==> config.mk <==
export PLATFORM = sky130hd
export DESIGN_NAME = dsue_ctrl
export DESIGN_NICKNAME = d
export VERILOG_FILES = /design/src/hw/rtl/dsue_pkg.sv /design/src/hw/rtl/dsue_ctrl.sv
export VERILOG_INCLUDE_DIRS = /design/src /design/src/hw/rtl
export SDC_FILE = /design/constraint.sdc
export NUM_CORES = 1
export LEC_CHECK = 0
export BUFFER_PORTS_ARGS = -buffer_cell sky130_fd_sc_hd__buf_2
export CORE_ASPECT_RATIO = 0.8
export CORE_MARGIN = 8
export CORE_UTILIZATION = 40
export CTS_CLUSTER_SIZE = 12
export DETAILED_ROUTE_END_ITERATION = 12
export HOLD_SLACK_MARGIN = 0.15
export PLACE_DENSITY = 0.64
export SYNTH_ARGS = -nofsm -noshare
export SYNTH_HDL_FRONTEND = slang
export SYNTH_SLANG_ARGS = --single-unit
==> constraint.sdc <==
create_clock -name clock -period 2.9 [get_ports clock]
set_clock_uncertainty 0.15 [all_clocks]
set_input_delay 0.435 -clock clock [delete_from_list [all_inputs] [get_ports clock]]
set_output_delay 0.435 -clock clock [all_outputs]
set_load 0.03 [all_outputs]
==> src/hw/rtl/disjoint_set_union_engine_macros.svh <==
// ----------------------------------------------------------------------------
// disjoint set union engine assertion macros
// shared concurrent assertion forms, clocked on clock, off during reset
// ----------------------------------------------------------------------------
`ifndef DISJOINT_SET_UNION_ENGINE_MACROS_SVH
`define DISJOINT_SET_UNION_ENGINE_MACROS_SVH

// same-cycle implication
`define DSUE_ASSERT_IMPL(lbl, ante, cons, msg) \
   lbl: assert property (@(posedge clock) disable iff (reset) (ante) |-> (cons)) \
      else $error(msg);

// next-cycle implication
`define DSUE_ASSERT_NEXT(lbl, ante, cons, msg) \
   lbl: assert property (@(posedge clock) disable iff (reset) (ante) |=> (cons)) \
      else $error(msg);

`endif

==> src/hw/rtl/dsue_pkg.sv <==
// ----------------------------------------------------------------------------
// dsue_pkg
// shared widths, operation codes, datapath commands and status
// ----------------------------------------------------------------------------
`default_nettype none

package dsue_pkg;

   localparam int MAX_NODES  = 1024;
   localparam int NODE_W     = $clog2(MAX_NODES);
   localparam int SIZE_W     = NODE_W + 1;
   localparam int FUNC_W     = 3;
   localparam int REQ_BITS   = 2 * NODE_W + SIZE_W;
   localparam int REQ_DATA_W = ((REQ_BITS + 7) / 8) * 8;
   localparam int RSP_BITS   = 3 + 3 * SIZE_W + NODE_W;
   localparam int RSP_DATA_W = ((RSP_BITS + 7) / 8) * 8;

   localparam logic [FUNC_W-1:0] FUNC_UNION = 3'd0;
   localparam logic [FUNC_W-1:0] FUNC_QUERY = 3'd1;
   localparam logic [FUNC_W-1:0] FUNC_SIZE  = 3'd2;
   localparam logic [FUNC_W-1:0] FUNC_HIST  = 3'd3;
   localparam logic [FUNC_W-1:0] FUNC_INIT  = 3'd4;

   typedef enum logic [4:0] {
      CMD_NOP,
      CMD_LOAD,
      CMD_CLR_START,
      CMD_CLR_STEP,
      CMD_CLR_END,
      CMD_FIND_A,
      CMD_FIND_B,
      CMD_WALK,
      CMD_COMPRESS,
      CMD_COMPARE,
      CMD_SIZE_A,
      CMD_SIZE_B,
      CMD_MERGE,
      CMD_H1_RD,
      CMD_H1_WR,
      CMD_H2_RD,
      CMD_H2_WR,
      CMD_H3_RD,
      CMD_H3_WR,
      CMD_READ_SIZE,
      CMD_TAKE_SIZE,
      CMD_READ_HIST,
      CMD_TAKE_HIST,
      CMD_EMIT
   } cmd_type;

   typedef struct packed {
      logic [FUNC_W-1:0] func;
      logic              bad;
      logic              at_root;
      logic              comp_done;
      logic              same_root;
      logic              clr_last;
   } dp_status_type;

endpackage

`default_nettype wire

==> src/hw/rtl/dsue_ctrl.sv <==
// ----------------------------------------------------------------------------
// dsue_ctrl
// sequencer for clearing, root walks, compression, merge and reads
// ----------------------------------------------------------------------------
`default_nettype none

`include "disjoint_set_union_engine_macros.svh"

module dsue_ctrl
   import dsue_pkg::*;
(
   input  wire logic          clock,
   input  wire logic          reset,
   input  wire logic          req_tvalid,
   output logic               req_tready,
   output logic               rsp_tvalid,
   input  wire logic          rsp_tready,
   input  wire dp_status_type status,
   output cmd_type            cmd
);

   typedef enum logic [4:0] {
      ST_CLR_START, ST_CLR, ST_CLR_END, ST_IDLE, ST_DISPATCH,
      ST_WALK, ST_COMP, ST_FIND_B, ST_COMPARE,
      ST_SIZE_A, ST_SIZE_B, ST_MERGE,
      ST_H1R, ST_H1W, ST_H2R, ST_H2W, ST_H3R, ST_H3W,
      ST_TSIZE, ST_THIST, ST_DONE
   } state_type;

   state_type state_ff, state_in;
   logic      second_ff, second_in;
   logic      init_ff, init_in;
   logic      rsp_valid_ff, rsp_valid_in;

   always_comb begin
      state_in     = state_ff;
      second_in    = second_ff;
      init_in      = init_ff;
      rsp_valid_in = rsp_valid_ff & ~rsp_tready;
      cmd          = CMD_NOP;
      unique case (state_ff)
         ST_CLR_START: begin
            cmd      = CMD_CLR_START;
            state_in = ST_CLR;
         end
         ST_CLR: begin
            cmd = CMD_CLR_STEP;
            if (status.clr_last) state_in = ST_CLR_END;
         end
         ST_CLR_END: begin
            cmd      = CMD_CLR_END;
            state_in = init_ff ? ST_DONE : ST_IDLE;
         end
         ST_IDLE: begin
            if (req_tvalid) begin
               cmd       = CMD_LOAD;
               second_in = 1'b0;
               init_in   = 1'b0;
               state_in  = ST_DISPATCH;
            end
         end
         ST_DISPATCH: begin
            unique case (status.func)
               FUNC_UNION, FUNC_QUERY: begin
                  if (status.bad) begin
                     state_in = ST_DONE;
                  end else begin
                     cmd      = CMD_FIND_A;
                     state_in = ST_WALK;
                  end
               end
               FUNC_SIZE: begin
                  if (status.bad) begin
                     state_in = ST_DONE;
                  end else begin
                     cmd      = CMD_READ_SIZE;
                     state_in = ST_TSIZE;
                  end
               end
               FUNC_HIST: begin
                  cmd      = CMD_READ_HIST;
                  state_in = ST_THIST;
               end
               FUNC_INIT: begin
                  cmd      = CMD_CLR_START;
                  init_in  = 1'b1;
                  state_in = ST_CLR;
               end
               default: state_in = ST_DONE;
            endcase
         end
         ST_WALK: begin
            cmd = CMD_WALK;
            if (status.at_root) state_in = ST_COMP;
         end
         ST_COMP: begin
            cmd = CMD_COMPRESS;
            if (status.comp_done) begin
               second_in = 1'b1;
               state_in  = second_ff ? ST_COMPARE : ST_FIND_B;
            end
         end
         ST_FIND_B: begin
            cmd      = CMD_FIND_B;
            state_in = ST_WALK;
         end
         ST_COMPARE: begin
            cmd      = CMD_COMPARE;
            state_in = (status.same_root || (status.func != FUNC_UNION)) ? ST_DONE : ST_SIZE_A;
         end
         ST_SIZE_A: begin
            cmd      = CMD_SIZE_A;
            state_in = ST_SIZE_B;
         end
         ST_SIZE_B: begin
            cmd      = CMD_SIZE_B;
            state_in = ST_MERGE;
         end
         ST_MERGE: begin
            cmd      = CMD_MERGE;
            state_in = ST_H1R;
         end
         ST_H1R: begin
            cmd      = CMD_H1_RD;
            state_in = ST_H1W;
         end
         ST_H1W: begin
            cmd      = CMD_H1_WR;
            state_in = ST_H2R;
         end
         ST_H2R: begin
            cmd      = CMD_H2_RD;
            state_in = ST_H2W;
         end
         ST_H2W: begin
            cmd      = CMD_H2_WR;
            state_in = ST_H3R;
         end
         ST_H3R: begin
            cmd      = CMD_H3_RD;
            state_in = ST_H3W;
         end
         ST_H3W: begin
            cmd      = CMD_H3_WR;
            state_in = ST_DONE;
         end
         ST_TSIZE: begin
            cmd      = CMD_TAKE_SIZE;
            state_in = ST_DONE;
         end
         ST_THIST: begin
            cmd      = CMD_TAKE_HIST;
            state_in = ST_DONE;
         end
         ST_DONE: begin
            if (!rsp_valid_ff || rsp_tready) begin
               cmd          = CMD_EMIT;
               rsp_valid_in = 1'b1;
               state_in     = ST_IDLE;
            end
         end
         default: state_in = ST_IDLE;
      endcase
   end

   always_ff @(posedge clock) begin
      if (reset) begin
         state_ff     <= ST_CLR_START;
         second_ff    <= 1'b0;
         init_ff      <= 1'b0;
         rsp_valid_ff <= 1'b0;
      end else begin
         state_ff     <= state_in;
         second_ff    <= second_in;
         init_ff      <= init_in;
         rsp_valid_ff <= rsp_valid_in;
      end
   end

   assign req_tready = state_ff == ST_IDLE;
   assign rsp_tvalid = rsp_valid_ff;

   `DSUE_ASSERT_NEXT(a_sweep_runs, (state_ff == ST_CLR) && !status.clr_last, state_ff == ST_CLR, "clearing pass left early")
   `DSUE_ASSERT_IMPL(a_rsp_from_done, $rose(rsp_valid_ff), $past(state_ff) == ST_DONE, "response raised outside done")

endmodule

`default_nettype wire

==> flow_summary.json, run 1 <==
{
  "total_nets_after_synthesis": 150,
  "floorplan.initialDensity": 0.427,
  "worst_skew_pair.late_latency_ns": 0.25,
  "die_width_um": 69.9,
  "cell_internal_pwr_mw": 0.412,
  "tritoncts_num_sinks": 8,
  "power-per-cell-area_nw_per_um2": 885,
  "clock_tree.htree_level_count": 1,
  "fmax_mhz": 371,
  "vias_in_the_first_global_route": 1043,
  "critPathCapture": "cmd[1]",
  "detailroute.via_count": 1129,
  "multi_input_area_um2": 684,
  "data_required_critical_path_ns": 2.32,
  "detail_route.wirelength_um": 2890,
  "post_synth.cell_area_avg_um2": 6.74,
  "hold_buffer_count_at_cts": 0,
  "comb_power_share": 0.643,
  "final_layout_size_suffix_gt1_frac": 0.189,
  "cp_cell_sequence": "nor4bb_1 > a22oi_1 > o211ai_1 > buf_2",
  "setup_repair_after_global_routing_missed_its_margin": "false",
  "drt_first_pass_iters": 4,
  "cts_buffer_depth": 2,
  "reg2reg_from": "state_ff[1]",
  "groute.usage.overall": 0.141,
  "critPathLaunchType": "flip-flop",
  "most_common_cell_after_layout_fill_and_taps_aside": "sky130_fd_sc_hd__buf_2",
  "place.port_buffers": 18,
  "layout.cells.non_filler": 173,
  "core_um2": 2180,
  "grt_start_max_net_pins": 26,
  "arrival_ns": 2.11,
  "nets": 162,
  "post_synth_inst_count": 138,
  "p_seq_frac": 0.265,
  "clock-root-buffer": "sky130_fd_sc_hd__clkbuf_4",
  "routed_via_density": 6.53,
  "path_length_in_cells_of_the_critical_path": 4,
  "grt_first_pass_wirelength_um": 4880,
  "fraction_of_met3_tracks_used_by_global_routing": 0.0235,
  "totalNegativeSetupSlack_ns": 0,
  "max_cap_violations": 0,
  "ant_nets": 0,
  "dpl.cell_count": 170,
  "grt_antenna_before_repair": 0,
  "floorplan.rows": 15,
  "die-area_um2": 4130,
  "min_clock_period_post_route_ns": 2.70,
  "final_hold_viol_count": 0,
  "whs_path_depth": 2,
  "yosys.area_share.xor_xnor": 0,
  "worst_slew_margin_rel": 0.486,
  "post_synth_and_or_nand_nor_area_fraction": 0.336,
  "worst_path_max_delay_cell": "sky130_fd_sc_hd__dfxtp_1",
  "final_cell_mix": "18 x sky130_fd_sc_hd__buf_2, 14 x sky130_fd_sc_hd__nor2_1, 12 x sky130_fd_sc_hd__a21oi_1",
  "yosysSeqAreaShare": 0.172,
  "outcome": "finished, final reports clean",
  "proportion_of_power_drawn_by_the_clock_network": 0.092,
  "net-switching-power_mw": 0.495,
  "post_cts_resized": 0,
  "hold_path.class": "in2reg",
  "worst-path-buf-inv": 1,
  "diodes": 0,
  "initial_drt_markers": 160,
  "crit_start": "state_ff[4]",
  "ff2ff_path_depth": 5,
  "post_synth_num_cell_types": 39,
  "power_leakage_nw": 0.385,
  "area_delta_synth_final_pct": 10.2,
  "gr-usage-met1": 0.178,
  "die_height_um": 59.1,
  "tritoncts": "built",
  "cp_top_family": "flip-flops",
  "num_io_pins": 19,
  "power.switching_fraction": 0.546,
  "slew_viol_final": 0,
  "detailed_place_hpwl_um": 2260,
  "setup.worst_path.end_class": "output port",
  "fin_crit_sh": 0.930,
  "share_of_the_synthesized_area_in_compound_gates_ao_oa_aoi_oai": 0.357,
  "post_cts_buffers": 0,
  "critical-path-max-stage-delay_ns": 0.82,
  "vdd_ir_drop_max_mv": 0.444,
  "worst-r2r-setup-slack_ns": 0.54,
  "synthMuxAreaShare": 0.0431,
  "yosys_warnings": 0,
  "worstReg2RegEnd": "state_ff[0]",
  "finalSetupViolCount": 0,
  "worstMarginPinSlew_ns": 0.769,
  "largest_family_of_logic_cells_by_synthesized_area": "compound AO/OA/AOI/OAI gates",
  "critical_path_peak_fanout": 25,
  "synth.ff_latch_count": 8,
  "grt_use_met2": 0.233,
  "synth.cell_area_um2": 930,
  "synth_fa_ha_area_frac": 0,
  "fillCellCount": 232,
  "route.detailed.wl_per_inst_um": 16.7,
  "busiest_layer": "met2",
  "final_util": 0.471,
  "tritoncts.num_buffers": 3,
  "clkTransAtPathRegs_ns": 0.05,
  "finalWeightedCongestion": 0.898,
  "regArea_um2": 160,
  "critical_path_class": "reg2out",
  "grt-ovfl-total": 0,
  "drt_drc_violations_left": 0
}
==> through the flow <==
step | worst slack (ns) | hold WS (ns) | area [um2] | total power, mW
finish | 0.203 | 0.324 | 1020 | 0.907
global route | 0.101 | 0.332 | 1020 | 0.982
CTS | 0.198 | 0.323 | 1020 | 0.905
detailed placement | 0.464 | 0.361 | 1000 | 0.817
global placement | 0.566 | 0.357 | 1000 | 0.806
floorplan | 0.574 | 0.302 | 930 | 0.684
==> metal layers <==
layer	wire, um	vias up
met5	0	-
met4	72	0
met3	232	8
met2	1330	57
met1	1250	520
li1	-	544
==> kinds of logic (layout without fill, tap and decap cells) <==
group           count (synthesis)  after routing
compound gates                 48             48
buf+inv                        19             29
flops                           8              8
mux                             4              4
simple gates                   59             59
==> flip-flops by register name, summed over array words and instances (netlist names) <==
| signal | flops |
|---|---|
| rsp_tvalid | 1 |
| init_ff | 1 |
| state_ff | 5 |
| second_ff | 1 |
==> worst min path at each step <==
| stage | slack, ns | to | start |
|---|---|---|---|
| 3_5_place_dp | 0.36 | second_ff | second_ff |
| 5_1_grt | 0.33 | state_ff[4] | reset |
| 2_1_floorplan | 0.30 | second_ff | second_ff |
| 6_report | 0.32 | rsp_tvalid | reset |
| 4_1_cts | 0.32 | rsp_tvalid | reset |
| 3_3_place_gp | 0.36 | second_ff | second_ff |
==> layout make-up <==
cell class	count	share of cell area
multi-input cells	111	0.668
flip-flops and latches	8	0.156
repair buffers	19	0.0952
well taps	25	0.0305
inverters	7	0.0281
clock buffers	3	0.0220
==> power by group through the flow <==
stage / Sequential, mW / Combinational [mW] / Clock, mW
2_1_floorplan: 0.154 / 0.530 / 0
3_3_place_gp: 0.236 / 0.570 / 0
3_5_place_dp: 0.237 / 0.580 / 0
4_1_cts: 0.235 / 0.582 / 0.0883
5_1_grt: 0.249 / 0.641 / 0.0925
6_report: 0.240 / 0.583 / 0.0835
==> Yosys cell counts <==
cell type / number / share of area
sky130_fd_sc_hd__o21a_1: 1 / 0.0081
sky130_fd_sc_hd__a31oi_1: 5 / 0.034
sky130_fd_sc_hd__a21oi_1: 12 / 0.065
sky130_fd_sc_hd__a32oi_1: 3 / 0.028
sky130_fd_sc_hd__dfxtp_1: 8 / 0.17
sky130_fd_sc_hd__o22a_1: 1 / 0.0094
sky130_fd_sc_hd__a211oi_1: 2 / 0.016
sky130_fd_sc_hd__nor2_1: 14 / 0.057
sky130_fd_sc_hd__nor2b_1: 5 / 0.034
sky130_fd_sc_hd__clkbuf_1: 6 / 0.024
sky130_fd_sc_hd__a2111oi_2: 2 / 0.032
sky130_fd_sc_hd__buf_6: 1 / 0.012
sky130_fd_sc_hd__o21ai_0: 9 / 0.048
sky130_fd_sc_hd__nor4_1: 4 / 0.027
sky130_fd_sc_hd__inv_4: 1 / 0.0067
sky130_fd_sc_hd__or4_4: 1 / 0.012
sky130_fd_sc_hd__nand3_1: 3 / 0.016
sky130_fd_sc_hd__nor3_1: 4 / 0.022
sky130_fd_sc_hd__a22oi_1: 1 / 0.0081
sky130_fd_sc_hd__o221ai_1: 1 / 0.0094
sky130_fd_sc_hd__nand4_1: 3 / 0.020
sky130_fd_sc_hd__a2111oi_0: 2 / 0.019
sky130_fd_sc_hd__and2_1: 2 / 0.013
sky130_fd_sc_hd__a21boi_0: 1 / 0.0081
sky130_fd_sc_hd__inv_1: 6 / 0.024
sky130_fd_sc_hd__nor4bb_1: 1 / 0.011
sky130_fd_sc_hd__a311oi_1: 1 / 0.0094
sky130_fd_sc_hd__o211ai_1: 3 / 0.024
sky130_fd_sc_hd__nand2_1: 11 / 0.044
sky130_fd_sc_hd__mux2i_1: 4 / 0.043
sky130_fd_sc_hd__o31ai_1: 3 / 0.024
sky130_fd_sc_hd__o2111a_2: 1 / 0.013
sky130_fd_sc_hd__nand2b_1: 5 / 0.034
sky130_fd_sc_hd__buf_2: 3 / 0.016
sky130_fd_sc_hd__nor3b_1: 1 / 0.0081
sky130_fd_sc_hd__or3_1: 3 / 0.020
sky130_fd_sc_hd__and3_4: 1 / 0.012
sky130_fd_sc_hd__and3_1: 1 / 0.0067
sky130_fd_sc_hd__buf_1: 2 / 0.0081
No activity file was read; power rests on OpenSTA's default activity.
==> inputs of run 2 (changes only) <==
- CORE_MARGIN: 8 -> default
- PLACE_DENSITY: 0.64 -> default
==> run 2 against run 1 <==
Cell area up 0.73%. Critical path depth up 2. Largest cell class unchanged. Highest routed layer unchanged. First-iteration DRC count down 53%. Hold slack worse by 0.012 ns. Power up 1.1%. Largest power group unchanged. Setup slack better by 0.063 ns. Flip-flop and latch count unchanged. Sequential power about the same. Clock-buffer cell count unchanged.
==> flow_summary.json, run 2 (synthesized netlist as in run 1, its figures left out) <==
{
  "critical-path-max-stage-delay_ns": 0.56,
  "detail_route.wirelength_um": 2750,
  "final_hold_viol_count": 0,
  "final_util": 0.474,
  "drt_drc_violations_left": 0,
  "critical_path_peak_fanout": 25,
  "grt_start_max_net_pins": 26,
  "data_required_critical_path_ns": 2.32,
  "ant_nets": 0,
  "slew_viol_final": 0,
  "detailroute.via_count": 1121,
  "net-switching-power_mw": 0.497,
  "post_cts_resized": 0,
  "groute.usage.overall": 0.233,
  "clkTransAtPathRegs_ns": 0.06,
  "worst-path-buf-inv": 1,
  "setup_repair_after_global_routing_missed_its_margin": "false",
  "floorplan.rows": 15,
  "area_delta_synth_final_pct": 11.0,
  "max_flop_register": "state_ff",
  "core_um2": 2180,
  "floorplan.initialDensity": 0.427,
  "die_width_um": 55.9,
  "cp_top_family": "flip-flops",
  "worst_slew_margin_rel": 0.464,
  "outcome": "finished, final reports clean",
  "power-per-cell-area_nw_per_um2": 888,
  "worst_path_max_delay_cell": "sky130_fd_sc_hd__dfxtp_1",
  "nets": 163,
  "cts_buffer_depth": 2,
  "postPlaceCellArea_um2": 1010,
  "p_seq_frac": 0.259,
  "post_cts_buffers": 0,
  "worstMarginPinSlew_ns": 0.803,
  "worst-r2r-setup-slack_ns": 0.55,
  "place.port_buffers": 18,
  "vdd_ir_drop_max_mv": 0.579,
  "worst_skew_pair.late_latency_ns": 0.26,
  "largest_register_ffs": 5,
  "cp_cell_sequence": "nand2b_1 > nor4_1 > a21oi_1 > o21a_1 > o221ai_1 > buf_2",
  "arrival_ns": 2.05,
  "totalNegativeSetupSlack_ns": 0,
  "grt_antenna_before_repair": 0,
  "power.switching_fraction": 0.543,
  "most_common_cell_after_layout_fill_and_taps_aside": "sky130_fd_sc_hd__buf_2",
  "proportion_of_power_drawn_by_the_clock_network": 0.097,
  "grt-ovfl-total": 0,
  "fmax_mhz": 380,
  "detailed_place_hpwl_um": 2000,
  "vias_in_the_first_global_route": 1009,
  "min_clock_period_post_route_ns": 2.63,
  "tritoncts": "built",
  "postLayoutCellArea_um2": 1030,
  "tritoncts_num_sinks": 8,
  "drt_first_pass_iters": 5,
  "die-area_um2": 2520,
  "initial_drt_markers": 76,
  "comb_power_share": 0.644,
  "tritoncts.num_buffers": 3,
  "power_leakage_nw": 0.391,
  "max_cap_violations": 0,
  "final_layout_size_suffix_gt1_frac": 0.195,
  "setup.worst_path.end_class": "output port",
  "num_io_pins": 19,
  "final_cell_mix": "18 x sky130_fd_sc_hd__buf_2, 14 x sky130_fd_sc_hd__nor2_1, 12 x sky130_fd_sc_hd__a21oi_1",
  "diodes": 0,
  "grt_first_pass_wirelength_um": 4700,
  "fin_crit_sh": 0.908,
  "clock_tree.htree_level_count": 1,
  "critical_path_class": "reg2out",
  "finalWeightedCongestion": 0.945,
  "clock-root-buffer": "sky130_fd_sc_hd__clkbuf_4",
  "cell_internal_pwr_mw": 0.419,
  "die_height_um": 45.1,
  "critPathLaunchType": "flip-flop",
  "route.detailed.wl_per_inst_um": 15.8,
  "finalSetupViolCount": 0,
  "hold_buffer_count_at_cts": 0,
  "routed_via_density": 6.44,
  "hold_path.class": "in2reg"
}
==> run 2: area by class of cell <==
class / instances / area, um2
well taps: 25 / 31.3
clock buffers: 3 / 22.5
multi-input cells: 111 / 684
repair buffers: 20 / 105
flip-flops and latches: 8 / 160
fillers: 215 / 1140
inverters: 7 / 28.8
==> run 2: final timing paths <==
kind | startpoint | to | depth (start not counted)
max | state_ff[4] | cmd[0] | 6
min | reset | rsp_tvalid | 2
max reg2reg | state_ff[1] | state_ff[1] | 5
min reg2reg | init_ff | init_ff | 2
==> run 2: per-stage QoR <==
| step | total power [mW] | hold slack (ns) | instances | worst slack (ns) |
|---|---|---|---|---|
| floorplan | 0.684 | 0.302 | 138 | 0.574 |
| global placement | 0.818 | 0.345 | 171 | 0.571 |
| detailed placement | 0.817 | 0.363 | 171 | 0.587 |
| CTS | 0.910 | 0.307 | 174 | 0.309 |
| global route | 0.986 | 0.335 | 174 | 0.0991 |
| finish | 0.917 | 0.312 | 174 | 0.266 |
==> run 2: metal layers <==
layer	wire (um)	up-vias	track usage
met2	1250	64	0.369
met3	228	5	0.0143
met4	14	0	0.0829
li1	-	542	-
met5	0	-	0
met1	1260	510	0.341
==> run 2: power groups by stage <==
stage	Combinational, mW	Clock (mW)	Sequential [mW]
final	0.590	0.0889	0.237
after floorplan	0.530	0	0.154
after global placement	0.584	0	0.235
after CTS	0.586	0.0912	0.233
after detailed placement	0.582	0	0.236
after global routing	0.646	0.0930	0.246
